### config.mk
export PLATFORM = sky130hd
export DESIGN_NAME = klst_seq
export DESIGN_NICKNAME = d
export VERILOG_FILES = /design/src/design/klst_pkg.sv /design/src/design/klst_seq.sv
export SDC_FILE = /design/constraint.sdc
export NUM_CORES = 1
export LEC_CHECK = 0
export BUFFER_PORTS_ARGS = -buffer_cell sky130_fd_sc_hd__buf_2
export CAP_MARGIN = 20
export CORE_AREA = 2 2 292 294
export DETAILED_ROUTE_END_ITERATION = 8
export DIE_AREA = 0 0 294 296
export PLACE_DENSITY = 0.55
export SLEW_MARGIN = 20
export SYNTH_ARGS = -nofsm -noshare
export SYNTH_HDL_FRONTEND = slang
export SYNTH_SLANG_ARGS = --single-unit
### constraint.sdc
create_clock -name clk -period 18.1 [get_ports clk]
set_input_delay 4.525 -clock clk [delete_from_list [all_inputs] [get_ports clk]]
set_output_delay 4.525 -clock clk [all_outputs]
set_load 0.01 [all_outputs]
### src/design/klst_pkg.sv
// klst_pkg: shared types, codes and color helper for the keyed light slot table.
// No dependencies; every other design file refers to it by scoped names.
package klst_pkg;

  // Item function codes
  localparam logic [1:0] FUNC_NEW  = 2'd0;
  localparam logic [1:0] FUNC_TICK = 2'd1;
  localparam logic [1:0] FUNC_READ = 2'd2;

  // Configuration register indexes
  localparam logic [1:0] CFG_LIFETIME = 2'd0;
  localparam logic [1:0] CFG_DECAY    = 2'd1;

  localparam logic [15:0] LIFETIME_RST = 16'd102;
  localparam logic [15:0] RADIUS_ONE   = 16'd256;  // 1.0 in Q8.8
  localparam int unsigned LOSS_W       = 22;       // (16x16 product) >> 10

  localparam logic [9:0] COL_BRIGHT = 10'd400;
  localparam logic [9:0] COL_DIM    = 10'd200;
  localparam logic [9:0] COL_TINT   = 10'd20;
  localparam logic [9:0] COL_EXTRA  = 10'd180;

  typedef struct packed {
    logic [1:0]         func;
    logic [15:0]        light_key;
    logic signed [15:0] pos_x;
    logic signed [15:0] pos_y;
    logic signed [15:0] pos_z;
    logic [3:0]         effect_flags;
    logic [31:0]        now;
    logic [15:0]        frame_time;
    logic [4:0]         slot_sel;
  } in_t;

  typedef struct packed {
    logic [4:0]         slot_index;
    logic [15:0]        out_key;
    logic [15:0]        out_radius;
    logic [31:0]        out_expiry;
    logic [9:0]         out_red;
    logic [9:0]         out_green;
    logic [9:0]         out_blue;
    logic signed [15:0] out_x;
    logic signed [15:0] out_y;
    logic signed [15:0] out_z;
  } out_t;

  // One light slot, as held by a cell of the ring
  typedef struct packed {
    logic [15:0]        key;
    logic [31:0]        expiry;
    logic [15:0]        radius;
    logic signed [15:0] x;
    logic signed [15:0] y;
    logic signed [15:0] z;
    logic [9:0]         red;
    logic [9:0]         green;
    logic [9:0]         blue;
  } slot_t;

  typedef struct packed {
    logic [9:0] red;
    logic [9:0] green;
    logic [9:0] blue;
  } color_t;

  // Ring control from the sequencer to the cells
  typedef struct packed {
    logic shift;   // rotate the ring by one cell
    logic wr_en;   // load the addressed cell
  } ring_ctl_t;

  // Red or blue replaces the bright/dim white with a dim tinted color
  function automatic color_t fx_color(input logic [3:0] fx);
    color_t c;
    c = '0;
    if (fx[0]) begin
      c.red   = c.red + COL_BRIGHT;
      c.green = c.green + COL_BRIGHT;
      c.blue  = c.blue + COL_BRIGHT;
    end
    if (fx[1]) begin
      c.red   = c.red + COL_DIM;
      c.green = c.green + COL_DIM;
      c.blue  = c.blue + COL_DIM;
    end
    if (fx[2] || fx[3]) begin
      c.red   = COL_TINT;
      c.green = COL_TINT;
      c.blue  = COL_TINT;
      if (fx[2]) c.red = c.red + COL_EXTRA;
      if (fx[3]) c.blue = c.blue + COL_EXTRA;
    end
    return c;
  endfunction

endpackage

### src/design/klst_seq.sv
// klst_seq: item sequencer at the head of the slot ring; slot search, decay,
// read capture and the output register. Depends on klst_pkg.
module klst_seq #(
  parameter int unsigned NUM_SLOTS = 32,
  localparam int unsigned IDX_W    = $clog2(NUM_SLOTS)
) (
  input  logic                clk,
  input  logic                rst_n,
  input  logic                in_valid,
  output logic                in_stall,
  input  klst_pkg::in_t       in_data,
  output logic                out_valid,
  input  logic                out_stall,
  output klst_pkg::out_t      out_data,
  input  logic [15:0]         lifetime,
  input  logic [15:0]         decay,
  input  klst_pkg::slot_t     head_slot,  // slot currently in cell 0
  output klst_pkg::slot_t     ring_slot,  // value rotated into the last cell
  output klst_pkg::ring_ctl_t ctl,
  output logic [IDX_W-1:0]    wr_idx,
  output klst_pkg::slot_t     wr_slot
);

  localparam logic [1:0] ST_IDLE   = 2'd0;
  localparam logic [1:0] ST_SWEEP  = 2'd1;
  localparam logic [1:0] ST_FINISH = 2'd2;
  localparam logic [IDX_W-1:0] LAST = IDX_W'(NUM_SLOTS - 1);

  logic [1:0]                   state_r, state_nxt;
  logic [IDX_W-1:0]             step_r;
  klst_pkg::in_t                item_r;
  logic [klst_pkg::LOSS_W-1:0]  loss_r;
  logic                         key_hit_r, free_hit_r;
  logic [IDX_W-1:0]             key_idx_r, free_idx_r;
  klst_pkg::slot_t              rd_slot_r;
  logic                         out_valid_r;
  klst_pkg::out_t               out_data_r;

  logic            accept, out_free, sel_ok, key_eq, is_free, rd_hit;
  logic [32:0]     exp_sum;
  logic [31:0]     exp_sat;
  logic [15:0]     rad_dec;
  klst_pkg::color_t color;
  klst_pkg::out_t  result;
  logic [IDX_W-1:0] pick;

  assign accept   = in_valid && !in_stall;
  assign in_stall = (state_r != ST_IDLE);
  assign out_free = !out_valid_r || !out_stall;
  assign sel_ok   = 32'(in_data.slot_sel) < 32'(NUM_SLOTS);

  // Head cell compares
  assign key_eq  = (item_r.light_key != '0) && (head_slot.key == item_r.light_key);
  assign is_free = (head_slot.expiry < item_r.now) || (head_slot.radius == '0);
  assign rd_hit  = 32'(step_r) == 32'(item_r.slot_sel);

  // Decay of the slot passing the head
  always_comb begin
    if (head_slot.radius == '0 || !(item_r.now < head_slot.expiry) ||
        loss_r >= klst_pkg::LOSS_W'(head_slot.radius)) begin
      rad_dec = '0;
    end else begin
      rad_dec = head_slot.radius - loss_r[15:0];
    end
  end

  always_comb begin
    ring_slot = head_slot;
    if (item_r.func == klst_pkg::FUNC_TICK) ring_slot.radius = rad_dec;
  end

  // New light contents
  assign exp_sum = {1'b0, item_r.now} + {17'd0, lifetime};
  assign exp_sat = exp_sum[32] ? '1 : exp_sum[31:0];
  assign color   = klst_pkg::fx_color(item_r.effect_flags);
  assign pick    = key_hit_r ? key_idx_r : (free_hit_r ? free_idx_r : '0);

  always_comb begin
    wr_slot        = '0;
    wr_slot.key    = item_r.light_key;
    wr_slot.expiry = exp_sat;
    wr_slot.radius = klst_pkg::RADIUS_ONE;
    wr_slot.x      = item_r.pos_x;
    wr_slot.y      = item_r.pos_y;
    wr_slot.z      = item_r.pos_z;
    wr_slot.red    = color.red;
    wr_slot.green  = color.green;
    wr_slot.blue   = color.blue;
  end

  always_comb begin
    result = '0;
    unique case (item_r.func)
      klst_pkg::FUNC_NEW: begin
        result.slot_index = 5'(pick);
        result.out_key    = wr_slot.key;
        result.out_radius = wr_slot.radius;
        result.out_expiry = wr_slot.expiry;
        result.out_red    = wr_slot.red;
        result.out_green  = wr_slot.green;
        result.out_blue   = wr_slot.blue;
        result.out_x      = wr_slot.x;
        result.out_y      = wr_slot.y;
        result.out_z      = wr_slot.z;
      end
      klst_pkg::FUNC_READ: begin
        result.slot_index = item_r.slot_sel;
        if (32'(item_r.slot_sel) < 32'(NUM_SLOTS)) begin
          result.out_key    = rd_slot_r.key;
          result.out_radius = rd_slot_r.radius;
          result.out_expiry = rd_slot_r.expiry;
          result.out_red    = rd_slot_r.red;
          result.out_green  = rd_slot_r.green;
          result.out_blue   = rd_slot_r.blue;
          result.out_x      = rd_slot_r.x;
          result.out_y      = rd_slot_r.y;
          result.out_z      = rd_slot_r.z;
        end
      end
      default: result = '0;  // tick and unused code
    endcase
  end

  always_comb begin
    state_nxt = state_r;
    ctl       = '0;
    unique case (state_r)
      ST_IDLE: begin
        if (accept) begin
          if (in_data.func == klst_pkg::FUNC_NEW || in_data.func == klst_pkg::FUNC_TICK ||
              (in_data.func == klst_pkg::FUNC_READ && sel_ok)) begin
            state_nxt = ST_SWEEP;
          end else begin
            state_nxt = ST_FINISH;
          end
        end
      end
      ST_SWEEP: begin
        ctl.shift = 1'b1;
        if (step_r == LAST) state_nxt = ST_FINISH;
      end
      ST_FINISH: begin
        if (out_free) begin
          ctl.wr_en = (item_r.func == klst_pkg::FUNC_NEW);
          state_nxt = ST_IDLE;
        end
      end
      default: state_nxt = ST_IDLE;
    endcase
  end

  assign wr_idx = pick;

  always_ff @(posedge clk) begin
    if (!rst_n) begin
      state_r     <= ST_IDLE;
      out_valid_r <= 1'b0;
      key_hit_r   <= 1'b0;
      free_hit_r  <= 1'b0;
      step_r      <= '0;
    end else begin
      state_r <= state_nxt;
      if (accept) begin
        step_r     <= '0;
        key_hit_r  <= 1'b0;
        free_hit_r <= 1'b0;
      end else if (state_r == ST_SWEEP) begin
        step_r <= step_r + 1'b1;
        if (item_r.func == klst_pkg::FUNC_NEW) begin
          if (!key_hit_r && key_eq) key_hit_r <= 1'b1;
          if (!free_hit_r && is_free) free_hit_r <= 1'b1;
        end
      end
      if (state_r == ST_FINISH && out_free) begin
        out_valid_r <= 1'b1;
      end else if (!out_stall) begin
        out_valid_r <= 1'b0;
      end
    end
  end

  // Payload registers
  always_ff @(posedge clk) begin
    if (accept) begin
      item_r <= in_data;
      loss_r <= klst_pkg::LOSS_W'((32'(in_data.frame_time) * 32'(decay)) >> 10);
    end
    if (state_r == ST_SWEEP) begin
      if (!key_hit_r && key_eq) key_idx_r <= step_r;
      if (!free_hit_r && is_free) free_idx_r <= step_r;
      if (rd_hit) rd_slot_r <= head_slot;
    end
    if (state_r == ST_FINISH && out_free) out_data_r <= result;
  end

  assign out_valid = out_valid_r;
  assign out_data  = out_data_r;

  a_accept_busy: assert property (@(posedge clk) disable iff (!rst_n)
    accept |=> state_r != ST_IDLE)
    else $error("accepted item left the sequencer idle");

  a_sweep_end: assert property (@(posedge clk) disable iff (!rst_n)
    (state_r == ST_SWEEP && step_r == LAST) |=> state_r == ST_FINISH)
    else $error("ring sweep did not end after the last slot");

  a_result_src: assert property (@(posedge clk) disable iff (!rst_n)
    $rose(out_valid_r) |-> $past(state_r) == ST_FINISH)
    else $error("result raised outside the finish step");

  a_key_nonzero: assert property (@(posedge clk) disable iff (!rst_n)
    key_hit_r |-> item_r.light_key != '0)
    else $error("key match recorded for a zero key");

endmodule

# After elaboration in Yosys (flattened, before gate mapping)
# Cells that the tools add are included.
# word_totals
reg_bits	438
inputBits	301
out_inout_bits	440
elab_cells	111
# classes
addsub	6
multipliers	1
magnitude_cmp	3
eq_ne	13
muxes	21
bitwise	1
n_reduce_logical	31
# op_table
cell	n
one-hot mux 147 bit (2 select lines)	1
less-than comparator 32 bit	2
2-to-1 mux 30 bit	2
adder 32 x 16 -> 33 bit	1
multiplier 16 x 16 -> 32 bit	1
2-to-1 mux 16 bit	2
2-to-1 mux 32 bit	1
adder 10 x 8 -> 10 bit (second input constant)	3
2-to-1 mux 29 bit	1
greater-or-equal comparator 22 x 16 -> 1 bit	1
equality test 16 bit	1
zero test 16 bit	1
2-to-1 mux 8 bit	2
nonzero test 16 bit	1
subtractor 16 bit	1
2-to-1 mux 5 bit	2
AND reduction 3 bit	3
2-to-1 mux 2 bit	4
logical OR 1 bit	7
equality test 2 x 1 -> 1 bit (second input constant)	3
equality test 2 bit (second input constant)	3
zero test 1 bit	6
zero test 2 bit	3
!= test 2 bit (second input constant)	3
11 further kinds	21

# Depth between registers and ports, before layout
# logic_depth
word_depth	6
mapped_depth	22
ltp_nobuf	21

# Worst setup path after synthesis
# No wires, ideal clock.
# synth_path
kind	input to output
from	in out_stall
to	out ctl[0] (netlist name)
t_arrival_ps	12403
required_ps	13575
slack_ps	1172
path_stages	2
path_buffers	0
path_cell_list	a21oi_1 and2_1
# synth_rtl
element	line	rtl
start: declaration	klst_seq.sv:13	input logic out_stall,
end: declaration	klst_seq.sv:19	output klst_pkg::ring_ctl_t ctl,

==> results.md <==
* Tcrit/Tclk final at between 60% and 70%
* Power share of the combinational group at 51.0%
* Synth async-reset ratio at 0%
* Post-layout nets at 3767
* DR iter-0 viols at around 1.4k
* PortBufs at 715
* Maximum clock rate at 0.0840 GHz
* Switch share at roughly two fifths
* Syn_area_per_cell at 11.3 um^2
* Routability cong. at 0.901
* CP Launch Type: input pin
* Vias at ~21k
* Worst Tran Pin Value at around 1.0 ns
* Hold Crit Class: register to register
* Run status: complete, no violations
* Proportion of netlist area held by the largest area contributor at between 40% and 50%
* Data arrival, critical path at between 7 and 8 ns
* Leakage power at approximately 15 nW
* Pwr Density at 136 nW/um^2
* Die Ht at between 200 and 300 um
* Met1 GRT Util at roughly 28%
* # DRC at 0
* Clock period minus worst slack at 11.90 ns
* Kind of critical path: input pin to output port
* CTS sink count at 438
* Psw at 1.84 mW
* Most frequent cell after synthesis: edfxtp_1
* Number of synthesized flops with an enable pin at approximately 430
* H-tree levels at 2
* Busiest layer in global routing: met2
* Clock Tree Buf Depth at 3
* IO Count at approximately 740
* Setup Skew at roughly 0.031 ns
* Sequential power share at ~28%
* Final Max Tran Viols at 0
* Final Routed Wirelength at a little under 100000 um
* First-pass GRT wire length at ~140000 um
* DP Wirelength at around 78000 um
* Power share of the clock group at between 20% and 30%
* Layout area overhead at 16.1%
* Post-layout worst setup margin at 6.20 ns
* Die width at around 290 um
* Critical Path Fanout Max at 13
* Met2 usage at ~37%
* Internal at 2.77 mW
* Total Routing Usage GR at about 22%
* Cell taking the most area after synthesis: edfxtp_1
* TritonCTS clock tree: built
* Yosys Warn Count at 0
* Sequential-to-total area share from yosys stat at about 45%
* Final hold vios at 0
* Hold_buf cts at 0
* Die area at ~87000 um^2
* Post-Syn Instances at 2585
* Distinct cells, synth at 76
* Grt total ovfl at 0
* Cell row count at 107
* VDD IR-drop max at between 100 and 150 uV
* Global routing usage on met3 at 4.82%
* Setup slack, reg-to-reg at about 14 ns
* Clk root buf: clkbuf_16
* Setup violators final at 0
* Max Cap Viol at 0
* Fin Setup TNS at 0 ns
* Synth top cells by count: edfxtp_1, inv_1, nand2_1, buf_4, fa_1
* Synthesized area at just under 30000 um^2
* Post-route ant nets at 0
* Core outline area at roughly 84000 um^2
* Maximum number of pins on one net before global-route repair at ~150
* Starting Density at 34.6%
* CTS clk-pin slew, worst paths at 0.07 ns
* DRT Pass-1 Iters at 5
* Worst EP required at between 10 and 15 ns
* Slew margin rel. at a little under a third
* RSZ-0062 raised after global routing: false
* Ys flop type: edfxtp_1
* Routed len/inst at around 23 um
* Post-CTS Setup Bufs at 0
* Crit path capture type: output port
* Clock latency on the worst-skew pair at a little under 0.6 ns
* Initial antenna violation count at 18
* Post_cts resized at 0
* Flops & latches, synth at roughly 440
* Layout cells sized above 1 at roughly a quarter
* Cts bufs inserted at 47
* Vias in the first global route at 20.1k
* Synth top area cells: edfxtp_1, fa_1, ha_1, buf_4, inv_1
* Worst slack at placement at roughly 6 ns
* DR vias/cell at 4.90
-- placed cells by master (no fill, tap or decap), types with 69 or more instances in the layout --
cell type / n
nand2_1: 256
nor2_1: 146
ha_1: 184
fa_1: 195
a21oi_1: 89
buf_2: 715
mux2i_1: 69
edfxtp_1: 428
inv_1: 339
and2_1: 147
-- cell families after synthesis --
logic type               count (synthesis)  share of synthesized area, %
other                                    2                        0.0258
flip-flops                             438                          44.8
XOR/XNOR                                81                          2.43
buffers and inverters                  641                          11.3
multiplexers                            72                          2.50
AO/OA/AOI/OAI                          285                          6.40
adder cells (fa/ha/maj)                379                          21.3
AND/OR/NAND/NOR                        687                          11.3
-- area by class of cell --
| type | count | area [um^2] |
|---|---|---|
| fillers | 8194 | 50400 |
| well taps | 1090 | 1360 |
| clock inverters | 32 | 299 |
| flip-flops and latches | 438 | 13100 |
| multi-input cells | 1529 | 12900 |
| clock buffers | 52 | 1190 |
| repair buffers | 729 | 3720 |
| inverters | 342 | 1290 |
| diodes | 9 | 22.5 |
-- layer usage --
metal | vias to the layer above | wire length [um]
met4 | 18 | 2990
met3 | 143 | 7700
met2 | 815 | 47100
li1 | 9467 | -
met1 | 10200 | 40200
met5 | - | 128
-- flip-flops by register name, indices dropped and copies added, names as in the netlist --
| register | count |
|---|---|
| step_r | 5 |
| out_valid | 1 |
| loss_r | 22 |
| item_r | 43 |
| rd_slot_r | 142 |
| wr_slot | 64 |
| free_hit_r | 1 |
| state_r | 2 |
| out_data | 147 |
| key_hit_r | 1 |
| free_idx_r | 5 |
| key_idx_r | 5 |
-- path summary, 6_finish.rpt --
path	start	endpoint	depth (start not counted)
max	lifetime[0]	wr_slot[111]	12
min	state_r[1]	state_r[0]	1
min reg2reg	state_r[1]	state_r[0]	1
max reg2reg	item_r[21]	out_data[83]	9
-- through the flow --
stage | hold WS (ns) | util (%) | total power, mW | std cells | area (um^2)
after global routing | 0.532 | 40.2 | 5.04 | 4216 | 33800
after detailed placement | 0.482 | 38.4 | 3.69 | 4128 | 32300
final | 0.502 | 40.2 | 4.60 | 4221 | 33900
after CTS | 0.495 | 40.2 | 4.65 | 4212 | 33800
after global placement | 0.482 | 38.4 | 3.68 | 4128 | 32300
after floorplan | 0.455 | - | 3.08 | 2608 | 29200
-- critical path, cell delays in order --
cell and delay (ns):
buf_2 0.08, ha_1 0.18, inv_1 0.06, fa_1 0.40
nor2b_1 0.15, o2111ai_1 0.20, a211oi_2 0.54, o21ai_2 0.22
nor3_4 0.26, nand2_1 0.41, nand2_1 0.18, buf_2 0.15
-- power groups by stage --
stage / clock [mW] / combinational, mW / sequential (mW)
after floorplan: 0 / 1.76 / 1.32
after global placement: 0 / 2.36 / 1.33
after detailed placement: 0 / 2.36 / 1.33
after CTS: 0.972 / 2.38 / 1.31
after global routing: 1.00 / 2.72 / 1.31
final: 0.950 / 2.35 / 1.31
(Power assumes the default switching activity.)
