$ cat config.mk
export PLATFORM = sky130hd
export DESIGN_NAME = klst_cell
export DESIGN_NICKNAME = d
export VERILOG_FILES = /design/src/design/klst_pkg.sv /design/src/design/klst_cell.sv
export SDC_FILE = /design/constraint.sdc
export NUM_CORES = 1
export LEC_CHECK = 0
export ABC_AREA = 1
export BUFFER_PORTS_ARGS = -buffer_cell sky130_fd_sc_hd__buf_2
export CAP_MARGIN = 20
export CORE_ASPECT_RATIO = 0.8
export CORE_MARGIN = 3
export CORE_UTILIZATION = 30
export DETAILED_ROUTE_END_ITERATION = 7
export HOLD_SLACK_MARGIN = 0.08
export PLACE_DENSITY = 0.58
export SLEW_MARGIN = 30
export SYNTH_ARGS = -nofsm -noshare
export SYNTH_HDL_FRONTEND = slang
export SYNTH_SLANG_ARGS = --single-unit
$ cat constraint.sdc
create_clock -name clk -period 1.19 [get_ports clk]
set_input_delay 0.0595 -clock clk [delete_from_list [all_inputs] [get_ports clk]]
set_output_delay 0.0595 -clock clk [all_outputs]
set_load 0.02 [all_outputs]
$ cat src/design/klst_pkg.sv
// klst_pkg: shared types, codes and color helper for the keyed light slot table.
// No dependencies; every other design file refers to it by scoped names.
package klst_pkg;

  // Item function codes
  localparam logic [1:0] FUNC_NEW  = 2'd0;
  localparam logic [1:0] FUNC_TICK = 2'd1;
  localparam logic [1:0] FUNC_READ = 2'd2;

  // Configuration register indexes
  localparam logic [1:0] CFG_LIFETIME = 2'd0;
  localparam logic [1:0] CFG_DECAY    = 2'd1;

  localparam logic [15:0] LIFETIME_RST = 16'd102;
  localparam logic [15:0] RADIUS_ONE   = 16'd256;  // 1.0 in Q8.8
  localparam int unsigned LOSS_W       = 22;       // (16x16 product) >> 10

  localparam logic [9:0] COL_BRIGHT = 10'd400;
  localparam logic [9:0] COL_DIM    = 10'd200;
  localparam logic [9:0] COL_TINT   = 10'd20;
  localparam logic [9:0] COL_EXTRA  = 10'd180;

  typedef struct packed {
    logic [1:0]         func;
    logic [15:0]        light_key;
    logic signed [15:0] pos_x;
    logic signed [15:0] pos_y;
    logic signed [15:0] pos_z;
    logic [3:0]         effect_flags;
    logic [31:0]        now;
    logic [15:0]        frame_time;
    logic [4:0]         slot_sel;
  } in_t;

  typedef struct packed {
    logic [4:0]         slot_index;
    logic [15:0]        out_key;
    logic [15:0]        out_radius;
    logic [31:0]        out_expiry;
    logic [9:0]         out_red;
    logic [9:0]         out_green;
    logic [9:0]         out_blue;
    logic signed [15:0] out_x;
    logic signed [15:0] out_y;
    logic signed [15:0] out_z;
  } out_t;

  // One light slot, as held by a cell of the ring
  typedef struct packed {
    logic [15:0]        key;
    logic [31:0]        expiry;
    logic [15:0]        radius;
    logic signed [15:0] x;
    logic signed [15:0] y;
    logic signed [15:0] z;
    logic [9:0]         red;
    logic [9:0]         green;
    logic [9:0]         blue;
  } slot_t;

  typedef struct packed {
    logic [9:0] red;
    logic [9:0] green;
    logic [9:0] blue;
  } color_t;

  // Ring control from the sequencer to the cells
  typedef struct packed {
    logic shift;   // rotate the ring by one cell
    logic wr_en;   // load the addressed cell
  } ring_ctl_t;

  // Red or blue replaces the bright/dim white with a dim tinted color
  function automatic color_t fx_color(input logic [3:0] fx);
    color_t c;
    c = '0;
    if (fx[0]) begin
      c.red   = c.red + COL_BRIGHT;
      c.green = c.green + COL_BRIGHT;
      c.blue  = c.blue + COL_BRIGHT;
    end
    if (fx[1]) begin
      c.red   = c.red + COL_DIM;
      c.green = c.green + COL_DIM;
      c.blue  = c.blue + COL_DIM;
    end
    if (fx[2] || fx[3]) begin
      c.red   = COL_TINT;
      c.green = COL_TINT;
      c.blue  = COL_TINT;
      if (fx[2]) c.red = c.red + COL_EXTRA;
      if (fx[3]) c.blue = c.blue + COL_EXTRA;
    end
    return c;
  endfunction

endpackage

$ cat src/design/klst_cell.sv
// klst_cell: one slot of the light ring; loads from its neighbor or a direct write.
// Depends on klst_pkg.
module klst_cell (
  input  logic              clk,
  input  logic              rst_n,
  input  klst_pkg::ring_ctl_t ctl,
  input  logic              sel,       // this cell is the write target
  input  klst_pkg::slot_t   nb_slot,   // from the next cell of the ring
  input  klst_pkg::slot_t   wr_slot,
  output klst_pkg::slot_t   slot
);

  klst_pkg::slot_t slot_r;

  always_ff @(posedge clk) begin
    if (!rst_n) begin
      slot_r <= '0;
    end else if (ctl.wr_en && sel) begin
      slot_r <= wr_slot;
    end else if (ctl.shift) begin
      slot_r <= nb_slot;
    end
  end

  assign slot = slot_r;

endmodule

## Word level (Yosys, flattened, before mapping)

Index checks and enable logic that the tools add are counted.

| operators by class | value |
|---|---|
| mux-type cells | 2 |
| reductions and logical operators | 2 |

Operator list:

| kind | count |
|---|---|
| two-way mux 142 bit | 2 |
| nonzero test 2 bit | 1 |
| logical AND 1 bit | 1 |

| word-level totals | value |
|---|---|
| bits of input ports | 289 |
| output and inout bits | 142 |
| register bits | 142 |
| word-level logic and storage cells | 13 |

## Longest topological paths before layout

Gate-level depths: netlist of the first run.

| logic depth | value |
|---|---|
| depth after elaboration | 2 |
| gate-level depth with buffers | 7 |
| gate-level depth less buffers | 4 |

## Worst setup path after synthesis of the first run

No wires, ideal clock.

| timing | value |
|---|---|
| kind | input-to-reg |
| start point | in ctl[0] (netlist bit) |
| end point | reg slot_r, in the netlist slot[119] |
| path slack | 322 ps |
| setup time | 132 ps |
| stages | 7 |
| path buffers | 3 |
| arrival | 736 ps |
| required time | 1,058 ps |
| cells stage by stage | buf_4 -> nand2_4 -> buf_6 -> buf_4 -> nand2_1 -> nand2_1 -> a21oi_1 |

| between the ends | value |
|---|---|
| word-level cells in the longest chain between the ends | 2 |
| elaborated cells on any way between the ends | 3 |
| classes of those cells | mux: 1; reduce/logical: 2 |

Ends and longest elaborated chain:

| element | RTL line | text |
|---|---|---|
| start: declaration | klst_cell.sv:6 | `input klst_pkg::ring_ctl_t ctl,` |
| logical AND 1 bit * | klst_cell.sv:18 | `end else if (ctl.wr_en && sel) begin` |
| two-way mux 142 bit or nonzero test 2 bit (tied branches) | n/a |  |
| end signal: assignment | klst_cell.sv:19 | `slot_r <= wr_slot;` |
| end signal: assignment | klst_cell.sv:21 | `slot_r <= nb_slot;` |
| end: declaration | klst_cell.sv:13 | `klst_pkg::slot_t slot_r;` |

Mark *: on every way between the ends. The rest lies on a longest branch, timed or not.
A chain may end at the register's enable or synchronous reset.

## Worst setup path in the final report of the first run

| timing | value |
|---|---|
| start point | in nb_slot[94] (netlist bit) |
| end point | reg slot_r, in the netlist slot[94] |

| between the ends | value |
|---|---|
| word-level cells in the longest chain between the ends | 2 |

Ends and longest elaborated chain:

| element | RTL line | text |
|---|---|---|
| start: declaration | klst_cell.sv:8 | `input klst_pkg::slot_t nb_slot,` |
| two-way mux 142 bit | klst_cell.sv:20 | `end else if (ctl.shift) begin` |
| two-way mux 142 bit | klst_cell.sv:18 |  |

Every way passes these cells. The select of a mux whose other input is x is not followed.

==> run_summary.xml, run 1 <==
<?xml version="1.0" encoding="UTF-8"?>
<metrics>
  <group name="pwr">
    <metric name="power.internal" unit="mW">10.1</metric>
    <metric name="fraction_of_power_spent_switching_nets" unit="%">30.7</metric>
    <metric name="peakVddDrop" unit="mV">0.876</metric>
    <metric name="power.clock.fraction" unit="%">36.6</metric>
    <metric name="share_comb_of_total_power" unit="%">27.0</metric>
    <metric name="switching_power" unit="mW">4.49</metric>
    <metric name="p_seq_share" unit="%">36.5</metric>
    <metric name="cellLeakagePower" unit="nW">7.42</metric>
    <metric name="power.total" unit="mW">14.6</metric>
    <metric name="power-per-cell-area" unit="nW/um^2">1080</metric>
  </group>
  <group name="cts">
    <metric name="cts-root-buf" unit="">clkbuf_16</metric>
    <metric name="htreeDepth" unit="">4</metric>
    <metric name="cts_buffers" unit="">17</metric>
    <metric name="clkSlewWorstSetupHoldPaths" unit="ns">0.06</metric>
    <metric name="cts_tree" unit="">done</metric>
    <metric name="post-cts-setup-buffer-count" unit="">0</metric>
    <metric name="numClockSinks" unit="">142</metric>
    <metric name="clock_path_buffers" unit="">2</metric>
    <metric name="clkLatencyLatePin" unit="ns">0.41</metric>
  </group>
  <group name="sta">
    <metric name="finalSetupViolCount" unit="">6</metric>
    <metric name="final_hold_viol_count" unit="">0</metric>
    <metric name="final_min_period_over_clock_period" unit="%">102</metric>
    <metric name="final.setup.tns" unit="ns">-0.0840</metric>
    <metric name="relative_max_transition_margin" unit="%">71.3</metric>
    <metric name="worst-slew-pin-transition" unit="ns">0.430</metric>
    <metric name="rsz0062_at_grt" unit="">yes</metric>
    <metric name="timing.final.max_slew_violations" unit="">0</metric>
    <metric name="finClkSkew" unit="ns">0</metric>
    <metric name="maxClockFrequency" unit="MHz">823</metric>
    <metric name="postLayoutSetupSlackWorst" unit="ns">-0.0250</metric>
    <metric name="final.min_clock_period" unit="ns">1.21</metric>
  </group>
  <group name="worst_setup_path">
    <metric name="critPathCaptureType" unit="">register</metric>
    <metric name="worst_path_top_cell_family_by_delay" unit="">buffers and inverters</metric>
    <metric name="worst_path_max_delay_cell" unit="">dlygate4sd3_1</metric>
    <metric name="worstRegToRegCells" unit="">3</metric>
    <metric name="r2r-end" unit="">slot[25]</metric>
    <metric name="setup.worst_path.start_class" unit="">input pin</metric>
    <metric name="critical_path_cell_list" unit="">dlygate4sd3_1, buf_2, nand2_1, nand2_1, nand2_1, dlygate4sd3_1, a21oi_1</metric>
    <metric name="slowest_stage_delay_cp" unit="ns">0.55</metric>
    <metric name="crit_required" unit="ns">1.47</metric>
    <metric name="worstPathArrival" unit="ns">1.50</metric>
    <metric name="crit-reg2reg-launch" unit="">slot[25]</metric>
    <metric name="r2r_slack" unit="ns">0.37</metric>
    <metric name="cp_bufs_invs" unit="">3</metric>
    <metric name="worst-setup-path-type" unit="">input pin to register</metric>
    <metric name="cp_max_fo" unit="">1</metric>
    <metric name="timing.critical_path.mode_cell" unit="">nand2_1</metric>
  </group>
  <group name="placement">
    <metric name="finalWeightedCongestion" unit="">0.814</metric>
    <metric name="numPortBuffers" unit="">430</metric>
    <metric name="placement.cell_area" unit="um^2">10100</metric>
    <metric name="placed_cells_incl_taps" unit="">1917</metric>
    <metric name="total_half_perimeter_wirelength_after_legalization_and_detailed_placement" unit="mm">21.9</metric>
  </group>
  <group name="drt">
    <metric name="drt-total-wl" unit="mm">35.1</metric>
    <metric name="drt_pass1_iterations" unit="">6</metric>
    <metric name="routed-wl-met3" unit="mm">3.04</metric>
    <metric name="routedLengthMet1" unit="mm">13.5</metric>
    <metric name="initialDrtViolationCount" unit="">530</metric>
    <metric name="route.detailed.wl_per_inst" unit="um">15.7</metric>
    <metric name="routed-wl-met2" unit="mm">17.0</metric>
    <metric name="viasPerCell" unit="">4.87</metric>
    <metric name="routed-via-count" unit="">10900</metric>
    <metric name="drt.antenna.violating_nets" unit="">0</metric>
    <metric name="topRoutingLayerUsed" unit="">met4</metric>
    <metric name="drc" unit="">0</metric>
  </group>
  <group name="synthesis">
    <metric name="synth_top_family_by_area" unit="">simple AND/OR/NAND/NOR gates</metric>
    <metric name="synth_warnings" unit="">0</metric>
    <metric name="synthXorXnorAreaFrac" unit="%">0</metric>
    <metric name="synth_fa_ha_area_share" unit="%">0</metric>
    <metric name="synth_compound_area_share" unit="%">9.16</metric>
    <metric name="syn-mean-instance-area" unit="um^2">6.21</metric>
    <metric name="synth_top_area_cell" unit="">dfxtp_1</metric>
    <metric name="yosys.area_share.simple" unit="%">39.1</metric>
    <metric name="synth-seq-area-share" unit="%">36.7</metric>
    <metric name="synth.top_cells.by_area" unit="">dfxtp_1 (37%), nand2_1 (21%), nand3_1 (18%), a21oi_1 (9.2%), inv_1 (6.9%)</metric>
    <metric name="ys_ff_latch" unit="">142</metric>
    <metric name="synthMuxAreaShare" unit="%">0</metric>
    <metric name="mappedNetlistNets" unit="">1537</metric>
    <metric name="netlist.area_leader.share" unit="%">36.7</metric>
    <metric name="post_synth_inst_count" unit="">1248</metric>
    <metric name="synth_cell_types" unit="">12</metric>
    <metric name="syn_area" unit="um^2">7750</metric>
  </group>
  <group name="die">
    <metric name="floorplan.initialDensity" unit="%">31.2</metric>
    <metric name="die_h" unit="um">150</metric>
    <metric name="floorplan.rows" unit="">51</metric>
    <metric name="pin_count" unit="">431</metric>
    <metric name="die_width" unit="um">186</metric>
    <metric name="floorplan.core_area" unit="um^2">24900</metric>
    <metric name="die_ar" unit="um^2">27800</metric>
  </group>
  <group name="cells_and_area">
    <metric name="largest_register_ffs" unit="">142</metric>
    <metric name="finish.net_count" unit="">2188</metric>
    <metric name="final_common_cell" unit="">buf_2</metric>
    <metric name="layout_common_cells" unit="">buf_2 (427), nand2_1 (426), nand3_1 (284)</metric>
    <metric name="layout-drive-gt1-share" unit="%">26.3</metric>
    <metric name="final-instance-count-excl-fill" unit="">2232</metric>
    <metric name="area.growth.synth_to_final" unit="%">75.2</metric>
    <metric name="finish.instance_area" unit="um^2">13600</metric>
  </group>
  <group name="worst_hold_path">
    <metric name="holdCritStartpoint" unit="">wr_slot[115]</metric>
    <metric name="min-delay-path-class" unit="">input pin to register</metric>
    <metric name="min_delay_path_depth" unit="">5</metric>
    <metric name="hold-path-endpoint" unit="">slot[115]</metric>
  </group>
  <group name="outcome">
    <metric name="violated_checks" unit="">setup timing</metric>
    <metric name="run_status" unit="">finished, violations left</metric>
  </group>
  <group name="global_route">
    <metric name="grt_pass1_wl" unit="mm">52.5</metric>
    <metric name="antenna_violations_before_repair" unit="">3</metric>
    <metric name="grt.overflow.total" unit="">0</metric>
    <metric name="via_count_of_the_first_global_routing_pass" unit="">10800</metric>
    <metric name="grt_start_max_net_pins" unit="">80</metric>
    <metric name="grt_usage" unit="%">23.3</metric>
  </group>
  <group name="job">
    <metric name="drv_cap" unit="">0</metric>
  </group>
</metrics>
worst max path at each step:
stage	from	to	slack (ns)	cells after the start
global route	nb_slot[98]	slot[98]	-0.06	7
CTS	nb_slot[92]	slot[92]	0.02	7
global placement	sel	slot[101]	0.1	5
detailed placement	sel	slot[101]	0.08	5
finish	nb_slot[94]	slot[94]	-0.02	7
floorplan	ctl[0]	slot[119]	0.32	7
cells by family (layout without fill, tap and decap cells):
kind of cell	after synthesis	count (layout)
AOI/OAI and AO/OA	142	142
buffers and inverters	253	916
DFF	142	142
other	0	3
and+or+nand+nor	711	711
what timing repair did:
action | CTS | global route
resized for setup | 0 | 26
endpoints found under the setup margin | 0 | 115
endpoints found under the hold margin | 142 | 88
hold buffers | 285 | 88
routing by layer:
metal	GRT usage, %	vias to the layer above
met5	0	-
met4	9.60	0
met3	7.02	126
met2	41.2	543
met1	26.1	4968
li1	-	5240
metrics by stage:
stage          util [%]  hold slack [ns]  setup slack, ns
4_1_cts            54.4            0.197           0.0179
3_5_place_dp       40.6            0.393           0.0795
3_3_place_gp       40.6            0.386           0.0953
2_1_floorplan         -            0.288            0.322
5_1_grt            54.6           0.0824          -0.0618
6_report           54.6           0.0159          -0.0250
worst min-delay path, stage by stage:
cell	delay [ns]
buf_2	0.08
inv_1	0.04
nand3_1	0.06
nand2_1	0.06
a21oi_2	0.10
power by group through the flow:
stage / logic [mW] / clock network, mW / registers [mW]
finish: 3.94 / 5.34 / 5.33
global route: 4.33 / 5.71 / 5.36
CTS: 4.00 / 5.49 / 5.32
detailed placement: 3.08 / 0 / 5.42
global placement: 3.07 / 0 / 5.41
floorplan: 1.36 / 0 / 5.86
area by class of cell:
class	count	area, um^2
Antenna cell	3	7.51
Clock buffer	19	443
Timing Repair Buffer	741	5430
Fill cell	2406	11300
Sequential cell	142	2840
Multi-Input combinational cell	853	3780
Inverter	144	548
Tap cell	318	398
Clock inverter	12	138
synthesized netlist by cell type, drive strengths merged:
library cell / count
nand2: 427
clkbuf: 39
buf: 70
a21oi: 142
clkinv: 1
inv: 143
dfxtp: 142
nand3: 284
No activity file was read; power rests on OpenSTA's default activity.
==> run 2, diff against run 1 <==
--- a/config.mk
+++ b/config.mk
@@ -8,12 +8,14 @@
 export ABC_AREA = 1
 export BUFFER_PORTS_ARGS = -buffer_cell sky130_fd_sc_hd__buf_2
 export CAP_MARGIN = 20
+export CELL_PAD_IN_SITES_DETAIL_PLACEMENT = 1
+export CELL_PAD_IN_SITES_GLOBAL_PLACEMENT = 1
 export CORE_ASPECT_RATIO = 0.8
 export CORE_MARGIN = 3
-export CORE_UTILIZATION = 30
+export CORE_UTILIZATION = 29
 export DETAILED_ROUTE_END_ITERATION = 7
 export HOLD_SLACK_MARGIN = 0.08
-export PLACE_DENSITY = 0.58
+export PLACE_DENSITY = 0.81
 export SLEW_MARGIN = 30
 export SYNTH_ARGS = -nofsm -noshare
 export SYNTH_HDL_FRONTEND = slang
==> run_summary.xml, run 2 (synthesized netlist as in run 1, its figures left out) <==
<?xml version="1.0" encoding="UTF-8"?>
<metrics>
  <group name="worst_setup_path">
    <metric name="cp_max_fo" unit="">1</metric>
    <metric name="setup.worst_path.start_class" unit="">input pin</metric>
    <metric name="worstPathArrival" unit="ns">1.61</metric>
    <metric name="worstRegToRegCells" unit="">2</metric>
    <metric name="crit-reg2reg-launch" unit="">slot[63]</metric>
    <metric name="crit_required" unit="ns">1.53</metric>
    <metric name="r2r_slack" unit="ns">0.31</metric>
    <metric name="cp-endpoint" unit="">slot[100]</metric>
    <metric name="r2r-end" unit="">slot[63]</metric>
    <metric name="critPathCaptureType" unit="">register</metric>
    <metric name="critPathLaunch" unit="">nb_slot[100]</metric>
    <metric name="worst-setup-path-type" unit="">input pin to register</metric>
  </group>
  <group name="pwr">
    <metric name="cellLeakagePower" unit="nW">7.38</metric>
    <metric name="peakVddDrop" unit="mV">0.838</metric>
    <metric name="share_comb_of_total_power" unit="%">29.1</metric>
    <metric name="fraction_of_power_spent_switching_nets" unit="%">33.4</metric>
    <metric name="power.internal" unit="mW">10.1</metric>
    <metric name="p_seq_share" unit="%">35.5</metric>
    <metric name="power.clock.fraction" unit="%">35.4</metric>
    <metric name="switching_power" unit="mW">5.06</metric>
    <metric name="power-per-cell-area" unit="nW/um^2">1110</metric>
    <metric name="power.total" unit="mW">15.1</metric>
  </group>
  <group name="cells_and_area">
    <metric name="finish.net_count" unit="">2159</metric>
    <metric name="largest_register_ffs" unit="">142</metric>
    <metric name="layout-drive-gt1-share" unit="%">28.8</metric>
    <metric name="final_common_cell" unit="">buf_2</metric>
    <metric name="area.growth.synth_to_final" unit="%">75.9</metric>
    <metric name="final_util" unit="%">52.9</metric>
    <metric name="finish.instance_area" unit="um^2">13600</metric>
    <metric name="final-instance-count-excl-fill" unit="">2244</metric>
    <metric name="layout_common_cells" unit="">buf_2 (425), nand2_1 (421), nand3_1 (283)</metric>
  </group>
  <group name="placement">
    <metric name="finalWeightedCongestion" unit="">0.843</metric>
    <metric name="dp_slack" unit="ns">0.112</metric>
    <metric name="total_half_perimeter_wirelength_after_legalization_and_detailed_placement" unit="mm">25.5</metric>
    <metric name="placement.cell_area" unit="um^2">10400</metric>
    <metric name="placed_cells_incl_taps" unit="">1959</metric>
    <metric name="numPortBuffers" unit="">430</metric>
  </group>
  <group name="sta">
    <metric name="rsz0062_at_grt" unit="">yes</metric>
    <metric name="relative_max_transition_margin" unit="%">75.8</metric>
    <metric name="final_hold_viol_count" unit="">0</metric>
    <metric name="final.setup.tns" unit="ns">-0.222</metric>
    <metric name="worst-slew-pin-transition" unit="ns">0.363</metric>
    <metric name="timing.final.max_slew_violations" unit="">0</metric>
    <metric name="finalSetupViolCount" unit="">4</metric>
    <metric name="finClkSkew" unit="ns">0</metric>
    <metric name="postLayoutSetupSlackWorst" unit="ns">-0.0764</metric>
    <metric name="final.min_clock_period" unit="ns">1.27</metric>
    <metric name="maxClockFrequency" unit="MHz">790</metric>
    <metric name="final_min_period_over_clock_period" unit="%">106</metric>
    <metric name="hold_ws" unit="ns">0.0267</metric>
  </group>
  <group name="global_route">
    <metric name="grt_usage" unit="%">32.9</metric>
    <metric name="grt.overflow.total" unit="">0</metric>
    <metric name="via_count_of_the_first_global_routing_pass" unit="">13400</metric>
    <metric name="antenna_violations_before_repair" unit="">12</metric>
    <metric name="grt_start_max_net_pins" unit="">81</metric>
    <metric name="grt_pass1_wl" unit="mm">75.6</metric>
  </group>
  <group name="die">
    <metric name="die_ar" unit="um^2">28800</metric>
    <metric name="die_h" unit="um">152</metric>
    <metric name="floorplan.core_area" unit="um^2">25800</metric>
    <metric name="pin_count" unit="">431</metric>
    <metric name="floorplan.rows" unit="">52</metric>
    <metric name="floorplan.initialDensity" unit="%">30.1</metric>
    <metric name="die_width" unit="um">189</metric>
  </group>
  <group name="drt">
    <metric name="initialDrtViolationCount" unit="">770</metric>
    <metric name="drc" unit="">0</metric>
    <metric name="routed-via-count" unit="">12100</metric>
    <metric name="drt.antenna.violating_nets" unit="">0</metric>
    <metric name="viasPerCell" unit="">5.40</metric>
    <metric name="route.detailed.wl_per_inst" unit="um">23.2</metric>
    <metric name="drt-total-wl" unit="mm">52.1</metric>
    <metric name="drt_pass1_iterations" unit="">5</metric>
  </group>
  <group name="outcome">
    <metric name="run_status" unit="">finished, violations left</metric>
    <metric name="violated_checks" unit="">setup timing</metric>
  </group>
  <group name="cts">
    <metric name="htreeDepth" unit="">4</metric>
    <metric name="clkLatencyLatePin" unit="ns">0.42</metric>
    <metric name="clkSlewWorstSetupHoldPaths" unit="ns">0.07</metric>
    <metric name="numClockSinks" unit="">142</metric>
    <metric name="clock_path_buffers" unit="">2</metric>
    <metric name="cts-root-buf" unit="">clkbuf_16</metric>
    <metric name="cts_buffers" unit="">17</metric>
    <metric name="cts_tree" unit="">done</metric>
  </group>
  <group name="job">
    <metric name="drv_cap" unit="">0</metric>
  </group>
  <group name="worst_hold_path">
    <metric name="min-delay-path-class" unit="">input pin to register</metric>
  </group>
</metrics>
run 2: worst min path at each step:
stage	depth (start not counted)	end	start	slack (ns)
6_report	5	slot[48]	nb_slot[48]	0.03
5_1_grt	5	slot[33]	nb_slot[33]	0.04
4_1_cts	4	slot[16]	sel	0.16
3_5_place_dp	3	slot[12]	rst_n	0.40
3_3_place_gp	5	slot[119]	wr_slot[119]	0.39
2_1_floorplan	4	slot[0]	nb_slot[0]	0.29
run 2: layout make-up:
cell class,count,area (um^2)
antenna,11,27.5
clock buffer,22,484
clock inverter,9,85.1
fill,3323,12100
inverter,144,546
multi-input combinational,854,3880
sequential,142,2840
tap,351,439
timing repair buffer,711,5330
run 2: repair_timing:
item                                   4_1_cts  5_1_grt
gates resized for setup                      0       52
endpoints found under the hold margin      142       52
hold buffers                               286       52
setup endpoints to repair                    0      115
buffers inserted                             0        2
run 2: critical path, stage by stage:
cell and delay [ns]:
dlygate4sd3_1 0.54, buf_2 0.11, nand2_1 0.04, nand2_1 0.06, nand2_1 0.04, dlygate4sd3_1 0.57, a21oi_2 0.17
run 2: metal layers:
layer	vias to the layer above	wire [um]	track usage (%)	share of wire [%]
met2	767	25700	59.2	49
li1	5200	-	-	-
met1	5875	18500	35.2	36
met3	281	4230	8.12	8.1
met5	-	11	0	0.021
met4	2	3690	18.5	7.1
run 2: power by group through the flow:
stage          Clock [mW]  Sequential, mW  Combinational, mW
6_report             5.36            5.38               4.41
5_1_grt              5.63            5.41               4.70
4_1_cts              5.39            5.32               4.15
3_5_place_dp            0            5.43               3.22
3_3_place_gp            0            5.41               3.16
2_1_floorplan           0            5.86               1.36
